$ cat config.mk
export PLATFORM = sky130hd
export DESIGN_NAME = handle_free_list_allocator_unit
export DESIGN_NICKNAME = d
export VERILOG_FILES = /design/src/hfla_pkg.sv /design/src/hfla_dp.sv /design/src/hfla_ctrl.sv /design/src/handle_free_list_allocator_unit.sv
export SDC_FILE = /design/constraint.sdc
export NUM_CORES = 1
export LEC_CHECK = 0
export BUFFER_PORTS_ARGS = -buffer_cell sky130_fd_sc_hd__clkbuf_2
export CORE_MARGIN = 3
export CORE_UTILIZATION = 50
export CTS_CLUSTER_SIZE = 12
export DETAILED_ROUTE_END_ITERATION = 8
export GPL_ROUTABILITY_DRIVEN = 0
export HOLD_SLACK_MARGIN = 0.1
export PLACE_DENSITY_LB_ADDON = 0.3
export SLEW_MARGIN = 30
export SYNTH_ARGS = -nofsm -noshare
export SYNTH_HDL_FRONTEND = slang
export SYNTH_SLANG_ARGS = --single-unit
export TNS_END_PERCENT = 10
$ cat constraint.sdc
create_clock -name clk -period 5.99 [get_ports clk]
set_input_delay 0 -clock clk [delete_from_list [all_inputs] [get_ports clk]]
set_output_delay 0 -clock clk [all_outputs]
set_load 0.01 [all_outputs]
$ cat src/hfla_pkg.sv
// Shared types, constants and codes of the handle free-list allocator.
`default_nettype none
package hfla_pkg;

  localparam int CAPACITY_DEF = 64;
  localparam int HANDLE_W     = 6;
  localparam int BASE_W       = 32;
  localparam int SLOT_W       = 16;
  localparam int ADDR_W       = 33;
  localparam int PROD_W       = HANDLE_W + SLOT_W;
  localparam int CFG_IDX_W    = 1;
  localparam int CFG_DATA_W   = 32;

  localparam logic [SLOT_W-1:0] SLOT_SIZE_RST = SLOT_W'(64);

  typedef enum logic [1:0] {
    KIND_ACQUIRE = 2'd0,
    KIND_RELEASE = 2'd1,
    KIND_CHECK   = 2'd2,
    KIND_ADDRESS = 2'd3
  } kind_t;

  typedef enum logic [1:0] {
    STAT_OK    = 2'd0,
    STAT_EMPTY = 2'd1,
    STAT_FULL  = 2'd2
  } status_t;

  typedef enum logic [CFG_IDX_W-1:0] {
    CFG_BASE_ADDRESS = 1'd0,
    CFG_SLOT_SIZE    = 1'd1
  } cfg_idx_t;

  typedef enum logic [1:0] {
    ST_IDLE = 2'd0,
    ST_POP  = 2'd1,
    ST_SCAN = 2'd2,
    ST_SUM  = 2'd3
  } state_t;

  typedef enum logic [2:0] {
    FIN_NONE = 3'd0,
    FIN_IMM  = 3'd1,
    FIN_POP  = 3'd2,
    FIN_SCAN = 3'd3,
    FIN_SUM  = 3'd4
  } fin_t;

  typedef struct packed {
    kind_t                kind;
    logic [HANDLE_W-1:0]  handle;
  } in_t;

  typedef struct packed {
    logic [HANDLE_W-1:0]  granted;
    logic                 in_use;
    logic [ADDR_W-1:0]    slot_address;
    status_t              status;
  } out_t;

  typedef struct packed {
    logic accept;
    logic scan_next;
    fin_t fin;
  } cmd_t;

  typedef struct packed {
    logic empty;
    logic full;
    logic hit;
    logic last;
  } dp_status_t;

endpackage
`default_nettype wire

$ cat src/hfla_dp.sv
// Datapath of the allocator: free stack memory, counters, address arithmetic, result register.
`default_nettype none
module hfla_dp #(
  parameter int CAPACITY = hfla_pkg::CAPACITY_DEF
) (
  input  logic                              clk,
  input  logic                              rst_n,
  input  hfla_pkg::in_t                     in_word,
  input  hfla_pkg::cmd_t                    cmd,
  output hfla_pkg::dp_status_t              stat,
  input  logic                              cfg_we,
  input  logic [hfla_pkg::CFG_IDX_W-1:0]    cfg_index,
  input  logic [hfla_pkg::CFG_DATA_W-1:0]   cfg_wdata,
  output logic                              out_valid,
  output hfla_pkg::out_t                    out_word
);
  import hfla_pkg::*;

  localparam int AW = $clog2(CAPACITY);
  localparam int CW = $clog2(CAPACITY + 1);
  localparam logic [CW-1:0] CAP_C = CW'(CAPACITY);

  logic [HANDLE_W-1:0] mem [CAPACITY];

  logic [CW-1:0]       count_r, count_nxt;
  logic [CW-1:0]       mark_r, mark_nxt;
  logic [CW-1:0]       count_m1;
  logic [AW-1:0]       scan_idx_r;
  logic [HANDLE_W-1:0] handle_r;
  logic [PROD_W-1:0]   prod_r;
  logic [BASE_W-1:0]   base_r;
  logic [SLOT_W-1:0]   slot_r;
  logic [AW-1:0]       rd_addr;
  logic [HANDLE_W-1:0] rd_q;
  logic                rd_fresh_r;
  logic [HANDLE_W-1:0] rd_low_r;
  logic [HANDLE_W-1:0] value;
  logic                mem_we;
  logic                out_valid_r;
  out_t                out_word_r, out_word_nxt;

  assign count_m1   = count_r - CW'(1);
  assign stat.empty = (count_r == '0);
  assign stat.full  = (count_r >= CAP_C);

  // Entries below the low-water mark were never written; their value is taken as their own index.
  assign value     = rd_fresh_r ? rd_low_r : rd_q;
  assign stat.hit  = (value == handle_r);
  assign stat.last = (CW'(scan_idx_r) == count_m1);

  assign mem_we = cmd.accept && (in_word.kind == KIND_RELEASE) && !stat.full;

  always_comb begin
    if (cmd.accept && (in_word.kind == KIND_ACQUIRE)) begin
      rd_addr = count_m1[AW-1:0];
    end else if (cmd.scan_next) begin
      rd_addr = scan_idx_r + AW'(1);
    end else begin
      rd_addr = '0;
    end
  end

  always_ff @(posedge clk) begin
    if (mem_we) begin
      mem[count_r[AW-1:0]] <= in_word.handle;
    end
    rd_q       <= mem[rd_addr];
    rd_fresh_r <= (CW'(rd_addr) < mark_r);
    rd_low_r   <= HANDLE_W'(rd_addr);
  end

  always_comb begin
    count_nxt = count_r;
    mark_nxt  = mark_r;
    if (cmd.accept) begin
      if ((in_word.kind == KIND_ACQUIRE) && !stat.empty) begin
        count_nxt = count_m1;
        if (count_m1 < mark_r) begin
          mark_nxt = count_m1;
        end
      end else if ((in_word.kind == KIND_RELEASE) && !stat.full) begin
        count_nxt = count_r + CW'(1);
      end
    end
  end

  always_ff @(posedge clk) begin
    if (!rst_n) begin
      count_r <= CAP_C;
      mark_r  <= CAP_C;
    end else begin
      count_r <= count_nxt;
      mark_r  <= mark_nxt;
    end
  end

  always_ff @(posedge clk) begin
    if (!rst_n) begin
      base_r <= '0;
      slot_r <= SLOT_SIZE_RST;
    end else if (cfg_we) begin
      unique case (cfg_idx_t'(cfg_index))
        CFG_BASE_ADDRESS: base_r <= cfg_wdata[BASE_W-1:0];
        CFG_SLOT_SIZE:    slot_r <= cfg_wdata[SLOT_W-1:0];
        default:          base_r <= base_r;
      endcase
    end
  end

  always_ff @(posedge clk) begin
    if (cmd.accept) begin
      handle_r <= in_word.handle;
      prod_r   <= PROD_W'(in_word.handle) * PROD_W'(slot_r);
    end
    if (cmd.accept) begin
      scan_idx_r <= '0;
    end else if (cmd.scan_next) begin
      scan_idx_r <= scan_idx_r + AW'(1);
    end
  end

  always_comb begin
    out_word_nxt = '0;
    case (cmd.fin)
      FIN_IMM: begin
        out_word_nxt.in_use = (in_word.kind == KIND_CHECK);
        if (in_word.kind == KIND_ACQUIRE) begin
          out_word_nxt.status = STAT_EMPTY;
        end else if ((in_word.kind == KIND_RELEASE) && stat.full) begin
          out_word_nxt.status = STAT_FULL;
        end else begin
          out_word_nxt.status = STAT_OK;
        end
      end
      FIN_POP:  out_word_nxt.granted = value;
      FIN_SCAN: out_word_nxt.in_use = !stat.hit;
      FIN_SUM:  out_word_nxt.slot_address = ADDR_W'(base_r) + ADDR_W'(prod_r);
      default:  out_word_nxt = out_word_r;
    endcase
  end

  always_ff @(posedge clk) begin
    out_word_r <= out_word_nxt;
  end

  always_ff @(posedge clk) begin
    if (!rst_n) begin
      out_valid_r <= 1'b0;
    end else begin
      out_valid_r <= (cmd.fin != FIN_NONE);
    end
  end

  assign out_valid = out_valid_r;
  assign out_word  = out_word_r;

`ifndef ASSERT_OFF
  a_count_range: assert property (@(posedge clk) disable iff (!rst_n)
    (count_r <= CAP_C) && (mark_r <= CAP_C))
    else $error("free count or low-water mark beyond capacity");
  a_full_release_keeps: assert property (@(posedge clk) disable iff (!rst_n)
    (cmd.accept && (in_word.kind == KIND_RELEASE) && stat.full) |=> $stable(count_r))
    else $error("release on a full stack changed the count");
  a_scan_ends: assert property (@(posedge clk) disable iff (!rst_n)
    (cmd.fin == FIN_SCAN) |-> (stat.hit || stat.last))
    else $error("scan finished before a match or the last entry");
`endif

endmodule
`default_nettype wire

$ cat src/hfla_ctrl.sv
// Controller state machine that sequences the allocator datapath.
`default_nettype none
module hfla_ctrl (
  input  logic                  clk,
  input  logic                  rst_n,
  input  logic                  start,
  input  hfla_pkg::kind_t       kind,
  input  hfla_pkg::dp_status_t  stat,
  output hfla_pkg::cmd_t        cmd,
  output logic                  busy
);
  import hfla_pkg::*;

  state_t state_r, state_nxt;

  always_comb begin
    state_nxt = state_r;
    unique case (state_r)
      ST_IDLE: begin
        if (start) begin
          unique case (kind)
            KIND_ACQUIRE: state_nxt = stat.empty ? ST_IDLE : ST_POP;
            KIND_RELEASE: state_nxt = ST_IDLE;
            KIND_CHECK:   state_nxt = stat.empty ? ST_IDLE : ST_SCAN;
            KIND_ADDRESS: state_nxt = ST_SUM;
            default:      state_nxt = ST_IDLE;
          endcase
        end
      end
      ST_POP:  state_nxt = ST_IDLE;
      ST_SCAN: state_nxt = (stat.hit || stat.last) ? ST_IDLE : ST_SCAN;
      ST_SUM:  state_nxt = ST_IDLE;
      default: state_nxt = ST_IDLE;
    endcase
  end

  always_comb begin
    cmd = '0;
    unique case (state_r)
      ST_IDLE: begin
        cmd.accept = start;
        if (start && ((kind == KIND_RELEASE) ||
                      (((kind == KIND_ACQUIRE) || (kind == KIND_CHECK)) && stat.empty))) begin
          cmd.fin = FIN_IMM;
        end
      end
      ST_POP:  cmd.fin = FIN_POP;
      ST_SCAN: begin
        if (stat.hit || stat.last) begin
          cmd.fin = FIN_SCAN;
        end else begin
          cmd.scan_next = 1'b1;
        end
      end
      ST_SUM:  cmd.fin = FIN_SUM;
      default: cmd = '0;
    endcase
  end

  always_ff @(posedge clk) begin
    if (!rst_n) begin
      state_r <= ST_IDLE;
    end else begin
      state_r <= state_nxt;
    end
  end

  assign busy = (state_r != ST_IDLE);

`ifndef ASSERT_OFF
  a_single_cycle_steps: assert property (@(posedge clk) disable iff (!rst_n)
    ((state_r == ST_POP) || (state_r == ST_SUM)) |=> (state_r == ST_IDLE))
    else $error("pop or address step did not return to idle");
`endif

endmodule
`default_nettype wire

$ cat src/handle_free_list_allocator_unit.sv
// Top level of the handle free-list allocator.
`default_nettype none
// A word is taken when start is high and busy is low; its single result appears on
// out_word for one cycle with out_valid, and the receiver cannot hold it off. Release,
// acquire on an empty stack and check on an empty stack answer in the cycle after the word
// is taken; acquire and address pass through the pop or sum state before the result
// register answers; check scans the free stack one entry per cycle through the stack
// memory's single read port. Busy is low again in the cycle the result appears, so the
// next word can be taken then. Configuration writes take effect at once and must only be
// made while no word is in flight.
module handle_free_list_allocator_unit #(
  parameter int CAPACITY = hfla_pkg::CAPACITY_DEF
) (
  input  logic                              clk,
  input  logic                              rst_n,
  input  logic                              start,
  output logic                              busy,
  input  hfla_pkg::in_t                     in_word,
  output logic                              out_valid,
  output hfla_pkg::out_t                    out_word,
  input  logic                              cfg_we,
  input  logic [hfla_pkg::CFG_IDX_W-1:0]    cfg_index,
  input  logic [hfla_pkg::CFG_DATA_W-1:0]   cfg_wdata
);
  import hfla_pkg::*;

  cmd_t       cmd;
  dp_status_t stat;

  hfla_ctrl u_ctrl (
    .clk   (clk),
    .rst_n (rst_n),
    .start (start),
    .kind  (in_word.kind),
    .stat  (stat),
    .cmd   (cmd),
    .busy  (busy)
  );

  hfla_dp #(
    .CAPACITY (CAPACITY)
  ) u_dp (
    .clk       (clk),
    .rst_n     (rst_n),
    .in_word   (in_word),
    .cmd       (cmd),
    .stat      (stat),
    .cfg_we    (cfg_we),
    .cfg_index (cfg_index),
    .cfg_wdata (cfg_wdata),
    .out_valid (out_valid),
    .out_word  (out_word)
  );

endmodule
`default_nettype wire

==> impl_results.md <==
- Area Growth Syn to Fin: 14.1%
- Crit-path max FO: 43
- Max Root-Sink Buffers: 3
- Die ar.: 53800 um2
- Mapped Area: 25500 um2
- Avg WL per Cell: 21.6 um
- Share of cells above drive strength 1: 9.15%
- Final hold vios: 0
- Cell count after synthesis: 2159
- Drt via density: 5.83
- Startpoint types: flip-flop
- Gr ovfl total: 0
- TritonCTS buffer count: 55
- Clock sinks: 538
- Leak: 0.0108 uW
- Setup TNS after final layout: 0 ns
- Fin crit period: 5.16 ns
- Tcrit/Tclk final: 86.1%
- Register bit total from synthesis: 538
- DR WL met2: 31.1 mm
- Final slew viol count: 0
- H-tree depth: 2
- Dpl cells: 2846
- Max Cap Viol: 0
- Placed cell area: 26600 um2
- IO buf count: 88
- Final setup fails: 0
- Worst Setup End Kind: flip-flop
- Clock Pin Slew Worst Setup and Hold Paths: 0.06 ns
- Row cnt: 82
- Fin Clk Skew: 0.0299 ns
- Outcome: finished, final reports clean
- Kind of critical path: reg -> reg
- Top-level port count: 89
- Synth Warn #: 0
- Placed wire-length estimate: 42.9 mm
- Wire length on met3: 5.20 mm
- Antenna violations before repair: 3
- Core ar.: 50300 um2
- Vias in the first global route: 17328
- Highest metal used: met4
- Register area share after synthesis: 60.0%
- Fin area: 29100 um2
- Worst min path class: in -> reg
- Pwr per Cell Area: 295 nW/um2
- Residual DRC: 0
- Peak VDD IR: 222 uV
- Die Width: 232 um
- First-pass iteration count of the detailed router: 7
- Final wirelength: 65.2 mm
- Fraction of registers with async set/reset: 0%
- RSZ-0062 raised after global routing: false
- Post-route ant nets: 0
- Syn Nets: 2329
- Largest net degree at the start of global routing: 73
- Number of nets in the layout: 2477
- Syn avg cell area: 11.8 um2
- Total power: 8590 uW
- Total Routing Usage GR: 24.5%
- Post-Layout Cell Count: 3024
- Top_reg_cell synth: edfxtp_1
- 1st-iter DRT viols: 1711
- Starting Density: 50.8%
- Netlist cell types: 74
- Post-Route M1 WL: 26.2 mm
- Root buffer cell: clkbuf_16
- Peak Freq: 194 MHz
- Vias post-DR: 17631
- Data required, critical path: 6.49 ns
- Slew headroom: 22.4%
- Worst EP arrival: 5.65 ns
- EDFF count, synth: 454
- Die H: 232 um
- First-pass GRT wire length: 101 mm
- TritonCTS clock tree: built
- Tightest Pin Transition: 1.15 ns
- Worst skew pair latency: 0.62 ns
-- report_power, final --
group / total (uW) / internal, uW / switching (uW)
Sequential: 4210 / 4150 / 60.1
Clock: 3380 / 1980 / 1410
Combinational: 995 / 361 / 634
Total: 8590 / 6490 / 2100
-- critical path, cell delays in order, from the launching register on --
cell and delay [ns]:
dfxtp_1 0.52, clkinv_1 0.30, ha_1 0.33, nor3b_2 0.17
xor2_1 0.59, xnor2_1 0.26, and4b_1 0.30, o21a_4 0.57
inv_2 0.55, nand2_1 0.43, a21oi_1 0.09, o41ai_1 0.52
or4_1 0.23, o41ai_1 0.09
-- sequential cells by signal (all words and copies together), names as in the netlist, 2 cells and up --
register and count:
u_dp.scan_idx_r 6, u_ctrl.state_r 2, u_dp.slot_r 16, u_dp.prod_r 22
u_dp.mark_r 7, u_dp.mem 384, u_dp.out_word 42, u_dp.rd_q 6
u_dp.rd_low_r 6, u_dp.count_r 7, u_dp.base_r 32, u_dp.handle_r 6
-- final cells by class --
type	count	area [um2]
inverter	109	409
multi-input combinational	1408	9360
sequential	538	15300
clock inverter	14	210
timing repair buffer	195	1450
fill	4036	21100
clock buffer	86	1540
tap	672	841
antenna	2	5.00
-- cell usage after synthesis (51+ instances only) --
cell type    n  share of area, %
edfxtp_1   454                53
nand2_1    370               5.4
nor2_1     143               2.1
inv_1      105               1.5
a21oi_1     92               1.8
and2_1      87               2.1
dfxtp_1     84               6.6
ha_1        67               3.3
mux2i_1     63               2.5
fa_1        58               4.5
nand3_1     57               1.1
a21boi_0    52               1.5
clkbuf_1    51              0.75
-- final timing paths --
kind | start | depth (start not counted) | endpoint | slack [ns]
max | u_dp.count_r[0]$_SDFFE_PN0P_ | 13 | u_dp.rd_q[3]$_DFF_P_ | 0.83
max reg2reg | u_dp.count_r[0]$_SDFFE_PN0P_ | 13 | u_dp.rd_q[3]$_DFF_P_ | 0.83
min reg2reg | u_dp.base_r[0]$_SDFFE_PN0P_ | 2 | u_dp.base_r[0]$_SDFFE_PN0P_ | 0.47
min | cfg_wdata[0] | 4 | u_dp.slot_r[0]$_SDFFE_PN0P_ | 0.21
-- routing by layer --
| metal | track usage [%] | vias to the layer above |
|---|---|---|
| met1 | 32.5 | 8681 |
| met5 | 0 | - |
| met4 | 10.0 | 0 |
| met3 | 4.32 | 167 |
| li1 | - | 8000 |
| met2 | 40.2 | 783 |
-- placed cells by master (no fill, tap or decap), drive strengths merged, types with 12 or more instances in the layout --
cell / count
nand2b: 12
a21boi: 52
clkbuf: 174
o211ai: 13
a21o: 13
fa: 58
a31oi: 37
mux2i: 63
nor4: 19
nand3: 58
nor2b: 15
edfxtp: 454
xor2: 35
dlygate4sd3: 76
and2: 87
nand2: 370
nor3: 26
o21ai: 31
or3: 16
o22ai: 37
dfxtp: 84
buf: 31
inv: 109
nor2: 144
xnor2: 37
ha: 67
a21oi: 92
-- stage by stage --
stage               worst slack [ns]  utilization, %  hold WS [ns]
floorplan                       1.67               -        0.0989
global placement                1.00            52.9         0.237
detailed placement             0.975            52.9         0.246
CTS                            0.955            57.9         0.188
global route                   0.577            57.9         0.234
finish                         0.832            57.9         0.214
-- cell families (layout without fill, tap and decap cells) --
family	Yosys count	after routing	share of synthesized area (%)
simple gates	788	788	14.1
flops	538	538	60.0
compound gates	356	356	9.35
buf+inv	213	404	3.53
fa+ha+maj	125	125	7.83
xor+xnor	73	73	2.56
mux	66	66	2.60
other cells	0	2	0
-- repair_timing --
action | CTS | global route
hold buffers | 76 | 0
hold endpoints to repair | 112 | 0
endpoints found under the setup margin | 0 | 0
setup buffers | 0 | 0
gates resized for setup | 0 | 0
(Power assumes the default switching activity.)
